--- config.mk ---
export PLATFORM = sky130hd
export DESIGN_NAME = integer_to_radix_digits
export DESIGN_NICKNAME = d
export VERILOG_FILES = /design/src/hw/rtl/i2rd_pkg.sv /design/src/hw/rtl/i2rd_ram.sv /design/src/hw/rtl/i2rd_front.sv /design/src/hw/rtl/i2rd_queue.sv /design/src/hw/rtl/i2rd_back.sv /design/src/hw/rtl/integer_to_radix_digits.sv
export SDC_FILE = /design/constraint.sdc
export NUM_CORES = 1
export LEC_CHECK = 0
export ABC_AREA = 1
export BUFFER_PORTS_ARGS = -buffer_cell sky130_fd_sc_hd__buf_2
export CAP_MARGIN = 20
export CORE_MARGIN = 5
export CORE_UTILIZATION = 35
export DETAILED_ROUTE_END_ITERATION = 8
export GPL_ROUTABILITY_DRIVEN = 0
export GPL_TIMING_DRIVEN = 0
export PLACE_DENSITY = 0.53
export RECOVER_POWER = 25
export SLEW_MARGIN = 10
export SYNTH_ARGS = -nofsm -noshare
export SYNTH_HDL_FRONTEND = slang
export SYNTH_SLANG_ARGS = --single-unit
--- constraint.sdc ---
create_clock -name clk -period 13.6 [get_ports clk]
set_clock_uncertainty 0.2 [all_clocks]
set_input_delay 2.72 -clock clk [delete_from_list [all_inputs] [get_ports clk]]
set_output_delay 2.72 -clock clk [all_outputs]
set_load 0.01 [all_outputs]
--- src/hw/rtl/i2rd_pkg.sv ---
// Shared types and constants of the integer-to-radix-digits block.
// Used by every module of the block except i2rd_ram; depends on nothing.
`default_nettype none

package i2rd_pkg;

  localparam int MAX_DIGITS = 64;
  localparam int MAX_RADIX  = 16;

  localparam int WORD_W      = 64;
  localparam int CHUNK_W     = 8;
  localparam int NUM_CHUNKS  = WORD_W / CHUNK_W;
  localparam int CHUNK_IDX_W = $clog2(NUM_CHUNKS);
  localparam int DIGIT_W     = 4;
  localparam int CHAR_W      = 8;
  localparam int ALPHA_W     = 2 * WORD_W;
  localparam int RADIX_W     = 5;
  localparam int LEN_W       = 7;
  localparam int CNT_W       = $clog2(MAX_DIGITS + 1);
  localparam int ADDR_W      = $clog2(MAX_DIGITS);
  localparam int CFG_IDX_W   = 2;

  localparam logic [RADIX_W-1:0] RADIX_RST    = RADIX_W'(10);
  localparam logic [WORD_W-1:0]  CHARS_LO_RST = 64'h3736_3534_3332_3130;
  localparam logic [WORD_W-1:0]  CHARS_HI_RST = 64'h4645_4443_4241_3938;

  typedef enum logic [CFG_IDX_W-1:0] {
    REG_RADIX    = 2'd0,
    REG_CHARS_LO = 2'd1,
    REG_CHARS_HI = 2'd2
  } reg_idx_t;

  // One classified conversion job: magnitude, sign and top nonzero byte.
  typedef struct packed {
    logic [WORD_W-1:0]      mag;
    logic                   neg;
    logic [CHUNK_IDX_W-1:0] top;
  } job_t;

  // Configuration as seen by the conversion engine.
  typedef struct packed {
    logic [RADIX_W-1:0] radix;
    logic [ALPHA_W-1:0] chars;
  } cfg_t;

endpackage

`default_nettype wire

--- src/hw/rtl/i2rd_ram.sv ---
// Generic single-write, single-read RAM with registered read data.
// Standalone; no package needed.
`default_nettype none

module i2rd_ram #(
  parameter int WIDTH = 4,
  parameter int DEPTH = 64
) (
  input  wire logic                     clk,
  input  wire logic                     wr_en,
  input  wire logic [$clog2(DEPTH)-1:0] wr_addr,
  input  wire logic [WIDTH-1:0]         wr_data,
  input  wire logic                     rd_en,
  input  wire logic [$clog2(DEPTH)-1:0] rd_addr,
  output logic      [WIDTH-1:0]         rd_data
);

  logic [WIDTH-1:0] mem_r [DEPTH];

  always_ff @(posedge clk) begin
    if (wr_en) begin
      mem_r[wr_addr] <= wr_data;
    end
    if (rd_en) begin
      rd_data <= mem_r[rd_addr];
    end
  end

endmodule

`default_nettype wire

--- src/hw/rtl/i2rd_front.sv ---
// Front end: takes input items, forms the magnitude and sign, finds the top byte.
// Depends on i2rd_pkg; feeds i2rd_queue.
`default_nettype none

module i2rd_front
  import i2rd_pkg::*;
(
  input  wire logic              in_valid,
  output logic                   in_ready,
  input  wire logic [WORD_W-1:0] in_value,
  input  wire logic              in_unsigned_mode,
  output logic                   push_valid,
  input  wire logic              push_ready,
  output job_t                   push_job
);

  logic                   neg;
  logic [WORD_W-1:0]      mag;
  logic [CHUNK_IDX_W-1:0] top;

  always_comb begin
    neg = !in_unsigned_mode && in_value[WORD_W-1];
    mag = neg ? (WORD_W'(0) - in_value) : in_value;
    // highest nonzero byte wins; zero maps to byte 0
    top = '0;
    for (int i = 0; i < NUM_CHUNKS; i++) begin
      if (mag[i*CHUNK_W +: CHUNK_W] != '0) begin
        top = CHUNK_IDX_W'(i);
      end
    end
  end

  assign push_valid   = in_valid;
  assign in_ready     = push_ready;
  assign push_job.mag = mag;
  assign push_job.neg = neg;
  assign push_job.top = top;

endmodule

`default_nettype wire

--- src/hw/rtl/i2rd_queue.sv ---
// Two-entry job queue between the front end and the conversion engine.
// Depends on i2rd_pkg for the job type.
`default_nettype none

module i2rd_queue
  import i2rd_pkg::*;
(
  input  wire logic clk,
  input  wire logic rst_n,
  input  wire logic push_valid,
  output logic      push_ready,
  input  job_t      push_job,
  output logic      pop_valid,
  input  wire logic pop_ready,
  output job_t      pop_job
);

  job_t       slot_r [2];
  logic       wr_ptr_r;
  logic       rd_ptr_r;
  logic [1:0] fill_r;
  logic       do_push;
  logic       do_pop;

  assign push_ready = (fill_r != 2'd2);
  assign pop_valid  = (fill_r != 2'd0);
  assign pop_job    = slot_r[rd_ptr_r];
  assign do_push    = push_valid && push_ready;
  assign do_pop     = pop_valid && pop_ready;

  always_ff @(posedge clk) begin
    if (do_push) begin
      slot_r[wr_ptr_r] <= push_job;
    end
  end

  always_ff @(posedge clk) begin
    if (!rst_n) begin
      wr_ptr_r <= 1'b0;
      rd_ptr_r <= 1'b0;
      fill_r   <= 2'd0;
    end else begin
      if (do_push) begin
        wr_ptr_r <= !wr_ptr_r;
      end
      if (do_pop) begin
        rd_ptr_r <= !rd_ptr_r;
      end
      if (do_push && !do_pop) begin
        fill_r <= fill_r + 2'd1;
      end else if (do_pop && !do_push) begin
        fill_r <= fill_r - 2'd1;
      end
    end
  end

endmodule

`default_nettype wire

--- src/hw/rtl/i2rd_back.sv ---
// Conversion engine: divides byte by byte into a digit RAM, then streams
// characters most significant first. Depends on i2rd_pkg and i2rd_ram.
`default_nettype none

module i2rd_back
  import i2rd_pkg::*;
(
  input  wire logic              clk,
  input  wire logic              rst_n,
  input  cfg_t                   cfg,
  input  wire logic              job_valid,
  output logic                   job_ready,
  input  job_t                   job,
  output logic                   out_valid,
  input  wire logic              out_ready,
  output logic [CHAR_W-1:0]      out_digit_char,
  output logic                   out_minus_before,
  output logic                   out_last,
  output logic [LEN_W-1:0]       out_total_length
);

  typedef enum logic [1:0] {ST_IDLE, ST_DIV, ST_EMIT} state_t;

  state_t                 state_r, state_nxt;
  logic [WORD_W-1:0]      work_q_r, work_q_nxt;
  logic [CHUNK_IDX_W-1:0] idx_r, idx_nxt;
  logic [DIGIT_W-1:0]     rem_r, rem_nxt;
  logic [CHUNK_IDX_W-1:0] qtop_r, qtop_nxt;
  logic                   qnz_r, qnz_nxt;
  logic [CNT_W-1:0]       count_r, count_nxt;
  logic                   neg_r, neg_nxt;
  logic [CNT_W-1:0]       remain_r, remain_nxt;
  logic                   pend_r, pend_nxt;
  logic                   pend_first_r, pend_first_nxt;
  logic                   pend_last_r, pend_last_nxt;
  logic                   out_valid_r, out_valid_nxt;
  logic [CHAR_W-1:0]      char_r, char_nxt;
  logic                   minus_r, minus_nxt;
  logic                   last_r, last_nxt;
  logic [LEN_W-1:0]       len_r, len_nxt;

  logic [CHUNK_W-1:0]     div_in;
  logic [CHUNK_W-1:0]     q_byte;
  logic [DIGIT_W-1:0]     rem_c;
  logic [DIGIT_W:0]       trial;
  logic                   qnz_after;
  logic [CHUNK_IDX_W-1:0] qtop_after;

  logic                   ram_we;
  logic [ADDR_W-1:0]      ram_waddr;
  logic                   ram_re;
  logic [ADDR_W-1:0]      ram_raddr;
  logic [DIGIT_W-1:0]     ram_rdata;
  logic                   slot_free;
  logic                   load;

  i2rd_ram #(
    .WIDTH (DIGIT_W),
    .DEPTH (MAX_DIGITS)
  ) u_digits (
    .clk     (clk),
    .wr_en   (ram_we),
    .wr_addr (ram_waddr),
    .wr_data (rem_c),
    .rd_en   (ram_re),
    .rd_addr (ram_raddr),
    .rd_data (ram_rdata)
  );

  // One byte of long division by the radix: eight restoring steps on a 4-bit remainder.
  always_comb begin
    div_in = work_q_r[idx_r*CHUNK_W +: CHUNK_W];
    rem_c  = rem_r;
    q_byte = '0;
    trial  = '0;
    for (int i = CHUNK_W - 1; i >= 0; i--) begin
      trial = {rem_c, div_in[i]};
      if (trial >= cfg.radix) begin
        q_byte[i] = 1'b1;
        rem_c     = DIGIT_W'(trial - cfg.radix);
      end else begin
        rem_c = trial[DIGIT_W-1:0];
      end
    end
    qnz_after  = qnz_r || (q_byte != '0);
    qtop_after = qnz_r ? qtop_r : idx_r;
  end

  assign slot_free = !out_valid_r || out_ready;
  assign load      = (state_r == ST_EMIT) && pend_r && slot_free;
  assign ram_re    = (state_r == ST_EMIT) && (remain_r != '0) && (!pend_r || load);
  assign ram_raddr = ADDR_W'(remain_r - CNT_W'(1));
  assign ram_we    = (state_r == ST_DIV) && (idx_r == '0);
  assign ram_waddr = count_r[ADDR_W-1:0];
  assign job_ready = (state_r == ST_IDLE);

  always_comb begin
    state_nxt      = state_r;
    work_q_nxt     = work_q_r;
    idx_nxt        = idx_r;
    rem_nxt        = rem_r;
    qtop_nxt       = qtop_r;
    qnz_nxt        = qnz_r;
    count_nxt      = count_r;
    neg_nxt        = neg_r;
    remain_nxt     = remain_r;
    pend_nxt       = pend_r;
    pend_first_nxt = pend_first_r;
    pend_last_nxt  = pend_last_r;
    out_valid_nxt  = out_valid_r;
    char_nxt       = char_r;
    minus_nxt      = minus_r;
    last_nxt       = last_r;
    len_nxt        = len_r;

    unique case (state_r)
      ST_IDLE: begin
        if (job_valid) begin
          work_q_nxt = job.mag;
          neg_nxt    = job.neg;
          idx_nxt    = job.top;
          rem_nxt    = '0;
          qnz_nxt    = 1'b0;
          qtop_nxt   = '0;
          count_nxt  = '0;
          state_nxt  = ST_DIV;
        end
      end
      ST_DIV: begin
        work_q_nxt[idx_r*CHUNK_W +: CHUNK_W] = q_byte;
        rem_nxt  = rem_c;
        qnz_nxt  = qnz_after;
        qtop_nxt = qtop_after;
        if (idx_r == '0) begin
          count_nxt = count_r + CNT_W'(1);
          if (!qnz_after || (count_r + CNT_W'(1) == CNT_W'(MAX_DIGITS))) begin
            remain_nxt = count_r + CNT_W'(1);
            pend_nxt   = 1'b0;
            state_nxt  = ST_EMIT;
          end else begin
            // next digit: restart on the quotient's top byte
            idx_nxt  = qtop_after;
            rem_nxt  = '0;
            qnz_nxt  = 1'b0;
            qtop_nxt = '0;
          end
        end else begin
          idx_nxt = idx_r - CHUNK_IDX_W'(1);
        end
      end
      ST_EMIT: begin
        if (ram_re) begin
          remain_nxt     = remain_r - CNT_W'(1);
          pend_first_nxt = (remain_r == count_r);
          pend_last_nxt  = (remain_r == CNT_W'(1));
          pend_nxt       = 1'b1;
        end else if (load) begin
          pend_nxt = 1'b0;
        end
        if ((remain_r == '0) && !pend_r) begin
          state_nxt = ST_IDLE;
        end
      end
      default: begin
        state_nxt = ST_IDLE;
      end
    endcase

    if (load) begin
      out_valid_nxt = 1'b1;
      char_nxt      = cfg.chars[ram_rdata*CHAR_W +: CHAR_W];
      minus_nxt     = pend_first_r && neg_r;
      last_nxt      = pend_last_r;
      len_nxt       = pend_last_r ? (LEN_W'(count_r) + LEN_W'(neg_r)) : '0;
    end else if (out_ready) begin
      out_valid_nxt = 1'b0;
    end
  end

  always_ff @(posedge clk) begin
    if (!rst_n) begin
      state_r     <= ST_IDLE;
      pend_r      <= 1'b0;
      out_valid_r <= 1'b0;
      remain_r    <= '0;
      count_r     <= '0;
      idx_r       <= '0;
      qnz_r       <= 1'b0;
    end else begin
      state_r     <= state_nxt;
      pend_r      <= pend_nxt;
      out_valid_r <= out_valid_nxt;
      remain_r    <= remain_nxt;
      count_r     <= count_nxt;
      idx_r       <= idx_nxt;
      qnz_r       <= qnz_nxt;
    end
    work_q_r     <= work_q_nxt;
    rem_r        <= rem_nxt;
    qtop_r       <= qtop_nxt;
    neg_r        <= neg_nxt;
    pend_first_r <= pend_first_nxt;
    pend_last_r  <= pend_last_nxt;
    char_r       <= char_nxt;
    minus_r      <= minus_nxt;
    last_r       <= last_nxt;
    len_r        <= len_nxt;
  end

  assign out_valid        = out_valid_r;
  assign out_digit_char   = char_r;
  assign out_minus_before = minus_r;
  assign out_last         = last_r;
  assign out_total_length = len_r;

endmodule

`default_nettype wire

--- src/hw/rtl/integer_to_radix_digits.sv ---
// Top level of the integer-to-radix-digits converter and its configuration registers.
// Depends on i2rd_pkg, i2rd_front, i2rd_queue and i2rd_back.
//
// Usage:
//   Input channel (in_valid/in_ready): one 64-bit value and an unsigned-mode bit.
//   Output channel (out_valid/out_ready): one item per digit, most significant
//   first; the first carries out_minus_before for a negative signed value, the
//   last carries out_last and out_total_length (digits plus sign).
//   cfg_we/cfg_index/cfg_wdata write radix (index 0) and the two halves of the
//   16-character alphabet (indexes 1 and 2); write only while the block is idle.
// Operation:
//   Each digit is found by dividing the current dividend byte by byte from its
//   top nonzero byte down; the divider retires 8 quotient bits per cycle against
//   a 4-bit remainder. Digits stream out at one per cycle from the registered
//   digit RAM port while the receiver is ready.
// Reset (synchronous, active low) restores radix 10 and alphabet "0123456789ABCDEF"
// and empties the two-entry job queue. A stalled receiver holds the output
// register; the front end keeps accepting items until the queue is full.
`default_nettype none

module integer_to_radix_digits
  import i2rd_pkg::*;
(
  input  wire logic                 clk,
  input  wire logic                 rst_n,
  input  wire logic                 in_valid,
  output logic                      in_ready,
  input  wire logic [WORD_W-1:0]    in_value,
  input  wire logic                 in_unsigned_mode,
  output logic                      out_valid,
  input  wire logic                 out_ready,
  output logic      [CHAR_W-1:0]    out_digit_char,
  output logic                      out_minus_before,
  output logic                      out_last,
  output logic      [LEN_W-1:0]     out_total_length,
  input  wire logic                 cfg_we,
  input  wire logic [CFG_IDX_W-1:0] cfg_index,
  input  wire logic [WORD_W-1:0]    cfg_wdata
);

  logic [RADIX_W-1:0] radix_r;
  logic [WORD_W-1:0]  chars_lo_r;
  logic [WORD_W-1:0]  chars_hi_r;
  cfg_t               cfg;
  logic               push_valid;
  logic               push_ready;
  job_t               push_job;
  logic               pop_valid;
  logic               pop_ready;
  job_t               pop_job;

  always_ff @(posedge clk) begin
    if (!rst_n) begin
      radix_r    <= RADIX_RST;
      chars_lo_r <= CHARS_LO_RST;
      chars_hi_r <= CHARS_HI_RST;
    end else if (cfg_we) begin
      unique case (cfg_index)
        REG_RADIX:    radix_r    <= cfg_wdata[RADIX_W-1:0];
        REG_CHARS_LO: chars_lo_r <= cfg_wdata;
        REG_CHARS_HI: chars_hi_r <= cfg_wdata;
        default: begin
        end
      endcase
    end
  end

  // clamp the radix into the supported range
  always_comb begin
    priority if (radix_r < RADIX_W'(2)) begin
      cfg.radix = RADIX_W'(2);
    end else if (radix_r > RADIX_W'(MAX_RADIX)) begin
      cfg.radix = RADIX_W'(MAX_RADIX);
    end else begin
      cfg.radix = radix_r;
    end
    cfg.chars = {chars_hi_r, chars_lo_r};
  end

  i2rd_front u_front (
    .in_valid         (in_valid),
    .in_ready         (in_ready),
    .in_value         (in_value),
    .in_unsigned_mode (in_unsigned_mode),
    .push_valid       (push_valid),
    .push_ready       (push_ready),
    .push_job         (push_job)
  );

  i2rd_queue u_queue (
    .clk        (clk),
    .rst_n      (rst_n),
    .push_valid (push_valid),
    .push_ready (push_ready),
    .push_job   (push_job),
    .pop_valid  (pop_valid),
    .pop_ready  (pop_ready),
    .pop_job    (pop_job)
  );

  i2rd_back u_back (
    .clk              (clk),
    .rst_n            (rst_n),
    .cfg              (cfg),
    .job_valid        (pop_valid),
    .job_ready        (pop_ready),
    .job              (pop_job),
    .out_valid        (out_valid),
    .out_ready        (out_ready),
    .out_digit_char   (out_digit_char),
    .out_minus_before (out_minus_before),
    .out_last         (out_last),
    .out_total_length (out_total_length)
  );

endmodule

`default_nettype wire

After elaboration in Yosys (flattened, before gate mapping)
Memories as Yosys holds them, arrays and structs flattened. A register that Yosys moved wholly into a read port is not among the register bits.
Index checks and enable logic that the tools add are counted.
{"block": "totals", "ff_bits": 250, "mem_bits_rw": 392, "elab_cells": 196, "n_memories": 2}
{"memory": "u_back.u_digits.mem_r", "depth": 64, "width": 4, "rd": 1, "rd_ports_with_merged_regs": 1, "write_ports": 1, "line": "i2rd_ram.sv:18", "text": "logic [WIDTH-1:0] mem_r [DEPTH];"}
{"memory": "u_queue.slot_r", "depth": 2, "width": 68, "rd": 1, "rd_ports_with_merged_regs": 1, "write_ports": 1, "line": "i2rd_queue.sv:18", "text": "job_t slot_r [2];"}
{"block": "classes", "n_addsub": 16, "n_lt_le_gt_ge": 10, "n_eq_ne": 15, "n_shift": 4, "n_mux": 73, "reduce_logical": 53}
{"cell": "64-bit 2-to-1 mux", "n": 2}
{"cell": "64-bit case mux with 2 select lines", "n": 1}
{"cell": "128-bit by 8-bit indexed part select with 8-bit output", "n": 1}
{"cell": "64-bit bitwise mux", "n": 1}
{"cell": "8-bit nonzero test", "n": 8}
{"cell": "8-bit by 34-bit variable shift with 64-bit output (first input constant)", "n": 1}
{"cell": "64-bit by 7-bit indexed part select with 8-bit output", "n": 1}
{"cell": "8-bit by 34-bit indexed part select with 64-bit output", "n": 1}
{"cell": "1-bit by 64-bit subtractor with 64-bit output (first input constant)", "n": 1}
{"cell": "4-bit 2-to-1 mux", "n": 11}
{"cell": "5-bit greater-or-equal comparator", "n": 8}
{"cell": "7-bit 2-to-1 mux", "n": 5}
{"cell": "6-bit negator with 34-bit output", "n": 1}
{"cell": "3-bit 2-to-1 mux", "n": 11}
{"cell": "4-bit subtractor", "n": 8}
{"cell": "7-bit case mux with 2 select lines", "n": 2}
{"cell": "1-bit 2-to-1 mux", "n": 24}
{"cell": "2-bit 2-to-1 mux", "n": 8}
{"cell": "1-bit logical AND", "n": 12}
{"cell": "3-bit case mux with 2 select lines", "n": 2}
{"cell": "2-bit AND reduction", "n": 6}
{"cell": "4-bit AND reduction", "n": 3}
{"cell": "5-bit 2-to-1 mux", "n": 2}
{"cell": "2-bit nonzero test", "n": 5}
{"cell": "other kinds (27)", "n": 46}

Depth between registers and ports, before layout
{"block": "logic_depth", "word_depth": 26, "depth_mapped": 82, "ltp_nobuf": 80}

By module
Synthesis repeated with hierarchy kept, for this count alone.
{"block": "hier_totals", "cells_unflattened": 3781, "hier_area_um2": 33378.3}
{"mod": "i2rd_ram", "n_inst": 1, "cells_each": 948, "area_per_inst_um2": 10921.7, "seq_area_each_um2": 7807.5}
{"mod": "i2rd_back", "n_inst": 1, "cells_each": 1161, "area_per_inst_um2": 9023.7, "seq_area_each_um2": 3173.0}
{"mod": "i2rd_queue", "n_inst": 1, "cells_each": 249, "area_per_inst_um2": 5237.5, "seq_area_each_um2": 4184.0}
{"mod": "integer_to_radix_digits", "n_inst": 1, "cells_each": 759, "area_per_inst_um2": 5211.2, "seq_area_each_um2": 2662.6}
{"mod": "i2rd_front", "n_inst": 1, "cells_each": 664, "area_per_inst_um2": 2984.1, "seq_area_each_um2": 0.0}

Least setup slack after synthesis
No wires, ideal clock.
{"block": "synth_timing", "path_kind": "reg2reg", "start": "reg radix_r[1]", "end": "mem u_back.u_digits.mem_r[0][1], data pin", "setup_ns": 0.343, "arrival_time_ns": 10.906, "required_time_ns": 13.057, "path_slack_ns": 2.151, "stages_incl_launch_ff": 67, "period_less_slack_ns": 11.449, "path_cell_list": "dfxtp_1 -> nor2_1 -> inv_1 -> nor2_1 -> inv_1 -> nor2_1 -> o21ai_0 -> ha_1 -> nand2_1 -> nor3_1 -> nor2_2 -> inv_1 -> o21ai_0 -> inv_1 -> ha_1 -> nand2_1 -> inv_1 -> nand2_1 -> [... 31 more ...] -> or2_2 -> nand2_1 -> ha_1 -> a21o_1 -> nand2_1 -> nand2_1 -> nor2_4 -> inv_1 -> o21ai_0 -> ha_1 -> nand2_1 -> nor2_1 -> o21ai_0 -> nand2_1 -> inv_1 -> or2_2 -> o21ai_0 -> inv_1"}
{"block": "synth_via", "elab_chain_len": 19, "word_cells_on_any_way": 28, "classes_between": "8 x add/sub; 10 x order compare; 10 x mux"}
{"element": "from (decl)", "line": "integer_to_radix_digits.sv:41", "text": "logic [RADIX_W-1:0] radix_r;"}
{"element": "from (signal assigned)", "line": "integer_to_radix_digits.sv:59", "text": "REG_RADIX: radix_r <= cfg_wdata[RADIX_W-1:0];"}
{"element": "5-bit > comparator", "line": "integer_to_radix_digits.sv:72", "text": "end else if (radix_r > RADIX_W'(MAX_RADIX)) begin"}
{"element": "5-bit 2-to-1 mux", "line": "integer_to_radix_digits.sv:72"}
{"element": "5-bit 2-to-1 mux (*)", "line": "integer_to_radix_digits.sv:70", "text": "priority if (radix_r < RADIX_W'(2)) begin"}
{"element": "4-bit subtractor or 5-bit greater-or-equal comparator (tied branches)", "line": "i2rd_back.sv:80, i2rd_back.sv:78"}
{"element": "4-bit 2-to-1 mux", "line": "i2rd_back.sv:78", "text": "if (trial >= cfg.radix) begin"}
{"element": "4-bit subtractor or 5-bit greater-or-equal comparator (tied branches)", "line": "i2rd_back.sv:80, i2rd_back.sv:78"}
{"element": "4-bit 2-to-1 mux", "line": "i2rd_back.sv:78"}
{"element": "4-bit subtractor or 5-bit greater-or-equal comparator (tied branches)", "line": "i2rd_back.sv:80, i2rd_back.sv:78"}
{"element": "[... 4 more ...]"}
{"element": "4-bit 2-to-1 mux", "line": "i2rd_back.sv:78"}
{"element": "4-bit subtractor or 5-bit greater-or-equal comparator (tied branches)", "line": "i2rd_back.sv:80, i2rd_back.sv:78"}
{"element": "4-bit 2-to-1 mux", "line": "i2rd_back.sv:78"}
{"element": "5-bit greater-or-equal comparator or 4-bit subtractor (tied branches)", "line": "i2rd_back.sv:78, i2rd_back.sv:80"}
{"element": "4-bit 2-to-1 mux", "line": "i2rd_back.sv:78"}
{"element": "4-bit subtractor or 5-bit greater-or-equal comparator (tied branches)", "line": "i2rd_back.sv:80, i2rd_back.sv:78"}
{"element": "4-bit 2-to-1 mux (*)", "line": "i2rd_back.sv:78"}
{"element": "via u_back.rem_c[1]", "line": "i2rd_back.sv:44", "text": "logic [DIGIT_W-1:0] rem_c;"}
{"element": "to (decl)", "line": "i2rd_ram.sv:18"}
Mark *: on every way through the listed nets, which the timed path passes. The rest lies on a longest branch.

Final worst setup path
{"block": "layout_timing", "start": "reg u_back.idx_r[0]", "end": "mem u_back.u_digits.mem_r[4][1], data pin"}
{"block": "layout_via", "elab_chain_len": 17, "word_cells_on_any_way": 25, "classes_between": "8 x add/sub; 8 x order compare; 1 x shift; 8 x mux"}
{"element": "from (decl)", "line": "i2rd_back.sv:26", "text": "logic [CHUNK_IDX_W-1:0] idx_r, idx_nxt;"}
{"element": "from (signal assigned)", "line": "i2rd_back.sv:195", "text": "idx_r <= idx_nxt;"}
{"element": "64-bit by 7-bit indexed part select with 8-bit output (*)", "line": "i2rd_back.sv:72", "text": "div_in = work_q_r[idx_r*CHUNK_W +: CHUNK_W];"}
{"element": "4-bit subtractor or 5-bit greater-or-equal comparator (tied branches)", "line": "i2rd_back.sv:80, i2rd_back.sv:78"}
{"element": "4-bit 2-to-1 mux", "line": "i2rd_back.sv:78"}
{"element": "4-bit subtractor or 5-bit greater-or-equal comparator (tied branches)", "line": "i2rd_back.sv:80, i2rd_back.sv:78"}
{"element": "4-bit 2-to-1 mux", "line": "i2rd_back.sv:78"}
{"element": "4-bit subtractor or 5-bit greater-or-equal comparator (tied branches)", "line": "i2rd_back.sv:80, i2rd_back.sv:78"}
{"element": "4-bit 2-to-1 mux", "line": "i2rd_back.sv:78"}
{"element": "4-bit subtractor or 5-bit greater-or-equal comparator (tied branches)", "line": "i2rd_back.sv:80, i2rd_back.sv:78"}
{"element": "[... 2 more ...]"}
{"element": "4-bit 2-to-1 mux", "line": "i2rd_back.sv:78"}
{"element": "4-bit subtractor or 5-bit greater-or-equal comparator (tied branches)", "line": "i2rd_back.sv:80, i2rd_back.sv:78"}
{"element": "4-bit 2-to-1 mux", "line": "i2rd_back.sv:78"}
{"element": "5-bit greater-or-equal comparator or 4-bit subtractor (tied branches)", "line": "i2rd_back.sv:78, i2rd_back.sv:80"}
{"element": "4-bit 2-to-1 mux", "line": "i2rd_back.sv:78"}
{"element": "4-bit subtractor or 5-bit greater-or-equal comparator (tied branches)", "line": "i2rd_back.sv:80, i2rd_back.sv:78"}
{"element": "4-bit 2-to-1 mux (*)", "line": "i2rd_back.sv:78"}
{"element": "via u_back.rem_c[1]", "line": "i2rd_back.sv:44"}
Marks and branches as above.

==> results.yml <==
drt:
  num_vias: 25900
  drt-wirelength-per-cell_um: 21.1
  ant_nets: 0
  firstDrtPassIters: 6
  drc: 0
  vias_per_cell: 5.28
  drt_iter0_drc: 2112
  finalWirelength_um: 103000
die:
  start_util_pct: 35.2
  core_um2: 89700
  row_count: 110
  pin_count: 155
  die_y_um: 310
  dieArea_um2: 96300
  fp.dieW_um: 310
timing:
  finalHoldViolCount: 0
  min_period_ns: 12.53
  tns_ns: 0
  tightest_slew_ns: 2.29
  setup_violations: 0
  slew_headroom_pct: -52.4
  fmax_ghz: 0.0798
  rsz0062_at_grt: "false"
  fin_crit_sh_pct: 92.1
  slew_violations: 96
yosys:
  synth_flop_cell: "edfxtp_1"
  seq_area_frac_synth_pct: 56.5
  syn_avg_cell_area_um2: 9.24
  async_flop_share_pct: 0
  ys_warn_count: 0
  netlist_instances: 3417
  syn_area_um2: 31600
  synthDistinctLibCells: 57
  synth_seq_cells: 647
  synth_edf_count: 487
  synth_fp_nets: 3617
layout:
  insertedDiodeCount: 0
  drive_gt1_share_pct: 11.1
  final_cells: 4901
  nNetsFinal: 3871
  area_growth_pct: 15.7
  stdcell_area_um2: 36500
  nFillCells: 8992
worst_setup_path:
  path_max_fanout: 38
  rr_endpoint: "u_back.u_digits.mem_r[4][1]"
  cp-end-kind: "flip-flop"
  r2r_slack_ns: 1.07
  startpoint: "u_back.idx_r[0]"
  setup.worst_path.class: "flip-flop to flip-flop"
  r2r_start: "u_back.idx_r[0]"
  crit_arrival_ns: 12.68
  cp_common_cell: "nand2_1"
  critPathSlowestCell: "dfxtp_1"
  startpoint_type: "flip-flop"
  required_ns: 13.75
  rr_worst_depth: 71
  slowest_delay_ns: 0.40
  critPathCapture: "u_back.u_digits.mem_r[4][1]"
clocking:
  clock_latency_ns: 0.62
  clk_pin_slew_ns: 0.06
  htree_levels: 3
  postCtsHoldBufs: 0
  cts_tree: "done"
  root_buffer: "clkbuf_16"
  cts_inserted_buffers: 71
  clock_sinks: 647
  clockBufferDepth: 3
min_path:
  hold_class: "flip-flop to flip-flop"
  hold-path-cell-count: 2
grt:
  grt.total_usage_pct: 21.0
  antenna_found_initial: 0
  grt_first_pass_wirelength_um: 155000
  grt_pass1_vias: 25200
  grt_start_max_net_pins: 65
  grt_overflow: 0
run_status:
  status: "finished, violations left"
  violations: "capacitance limit, slew limit"
place:
  placed_area_um2: 34000
  placed_cells: 4755
  dpl.hpwl_um: 77300
  port-buffer-count: 153
flow_run:
  maxCapViolCount: 4
## worst max-delay path: cells and delay by family, from the launching register on
| family | cells | cell delay (ns) |
|---|---|---|
| flip-flops | 1 | 0.40 |
| AND/OR/NAND/NOR | 29 | 3.62 |
| adder cells (fa/ha/maj) | 8 | 2.29 |
| AO/OA/AOI/OAI | 16 | 2.72 |
| buffers and inverters | 18 | 2.97 |
## layout by cell type, fill, tap and decap left out, types with 4 or more instances in the layout
cell type | netlist | routed
inv_2 | 13 | 13
buf_1 | 16 | 14
o21ai_0 | 358 | 353
o32ai_1 | 38 | 38
nor4_1 | 4 | 4
ha_1 | 56 | 56
a21oi_1 | 92 | 92
nand2_2 | 14 | 16
buf_4 | 6 | 22
bufinv_16 | 0 | 8
edfxtp_1 | 487 | 487
clkbuf_8 | 0 | 5
nor2_4 | 9 | 11
xnor2_1 | 9 | 9
a21o_1 | 6 | 6
nand3b_1 | 14 | 14
xor2_1 | 24 | 24
clkinv_2 | 0 | 15
o221ai_1 | 32 | 31
o21ai_1 | 16 | 20
nor2_2 | 22 | 19
mux2i_1 | 54 | 54
nand4_1 | 24 | 24
buf_12 | 0 | 4
o211ai_1 | 82 | 82
inv_1 | 212 | 210
o21ai_2 | 5 | 6
nor3_1 | 12 | 12
clkinvlp_4 | 0 | 6
clkbuf_16 | 0 | 73
o22ai_1 | 64 | 64
dfxtp_1 | 160 | 160
buf_2 | 34 | 179
fa_1 | 8 | 8
nand2_1 | 575 | 571
clkbuf_1 | 111 | 131
nor2_1 | 643 | 644
clkinv_1 | 8 | 16
a31oi_1 | 4 | 4
nand3_1 | 171 | 171
## cell families after synthesis
family,count (synthesis),share of synthesized area [%]
simple gates,1506,19.9
compound gates,709,13.2
xor+xnor,35,1.02
flops,647,56.5
fa+ha+maj,64,2.73
buf+inv,402,5.02
mux,54,1.71
## worst min-delay path by stage
stage                      from                to  slack (ns)
6_report         chars_lo_r[60]    chars_lo_r[60]        0.26
5_1_grt          chars_lo_r[60]    chars_lo_r[60]        0.28
4_1_cts          chars_lo_r[21]    chars_lo_r[21]        0.26
3_5_place_dp     chars_lo_r[21]    chars_lo_r[21]        0.24
3_3_place_gp   u_queue.rd_ptr_r  u_queue.rd_ptr_r        0.24
2_1_floorplan    chars_hi_r[16]    chars_hi_r[16]        0.22
## stage by stage
stage | worst slack, ns | hold slack (ns) | utilization (%)
3_5_place_dp | -1.26 | 0.242 | 37.9
6_report | 1.07 | 0.255 | 40.7
4_1_cts | 0.102 | 0.257 | 40.7
2_1_floorplan | 2.15 | 0.224 | -
3_3_place_gp | -3.36 | 0.236 | 37.7
5_1_grt | 0.0357 | 0.277 | 40.7
## sequential cells by signal, summed over array words and instances, names as in the netlist, 3 cells and up, named ones only
signal                   cells
u_back.u_digits.mem_r      256
u_queue.slot_r             136
chars_hi_r                  64
chars_lo_r                  64
u_back.work_q_r             64
u_back.out_digit_char        8
u_back.count_r               7
u_back.out_total_length      7
u_back.remain_r              7
radix_r                      5
u_back.rem_r                 4
u_back.u_digits.rd_data      4
u_back.idx_r                 3
u_back.qtop_r                3
## final cells by class
class	count	area [µm²]	area share, %
buffer	168	694	1.90
tap	1176	1470	4.03
timing repair buffer	181	1050	2.87
multi-input combinational	2368	12200	33.4
inverter	234	898	2.46
sequential	647	17800	48.8
clock buffer	84	1920	5.25
clock inverter	43	459	1.26
## cells in the mapped netlist, drive strengths merged, types with 2 or more instances
cell | instances | share of area [%]
xor2 | 25 | 0.72
o31ai | 2 | 0.048
clkbuf | 111 | 1.3
fa | 8 | 0.51
o221ai | 32 | 0.89
o21a | 2 | 0.048
o21ai | 379 | 6.1
clkinv | 8 | 0.095
o22ai | 64 | 1.3
a211oi | 2 | 0.048
nand4 | 25 | 0.52
a31oi | 4 | 0.079
nor2 | 675 | 8.5
nor3 | 14 | 0.25
o32ai | 38 | 1.1
inv | 226 | 2.7
dfxtp | 160 | 10
xnor2 | 10 | 0.30
a21oi | 95 | 1.5
nand3 | 175 | 2.9
mux2i | 54 | 1.7
nand2 | 591 | 7.2
nor4 | 4 | 0.079
o211ai | 82 | 1.9
ha | 56 | 2.2
buf | 57 | 0.91
a21o | 6 | 0.14
nand3b | 14 | 0.33
edfxtp | 487 | 46
and2 | 2 | 0.040
or2 | 3 | 0.059
## repair_timing
item                       in CTS  in global routing
setup buffers                   5                 14
gates resized for setup        12                  9
pin swaps                       2                  4
setup endpoints to repair     285                285
## per-layer routing
layer / GRT usage [%] / wire length, µm
met2: 34.5 / 47600
met1: 28.8 / 45700
met4: 7.85 / 4060
met5: 0 / 0
met3: 2.71 / 5950
Power is not shown: default switching activity piles up to over one toggle a cycle in this logic, so the estimate is an artifact.
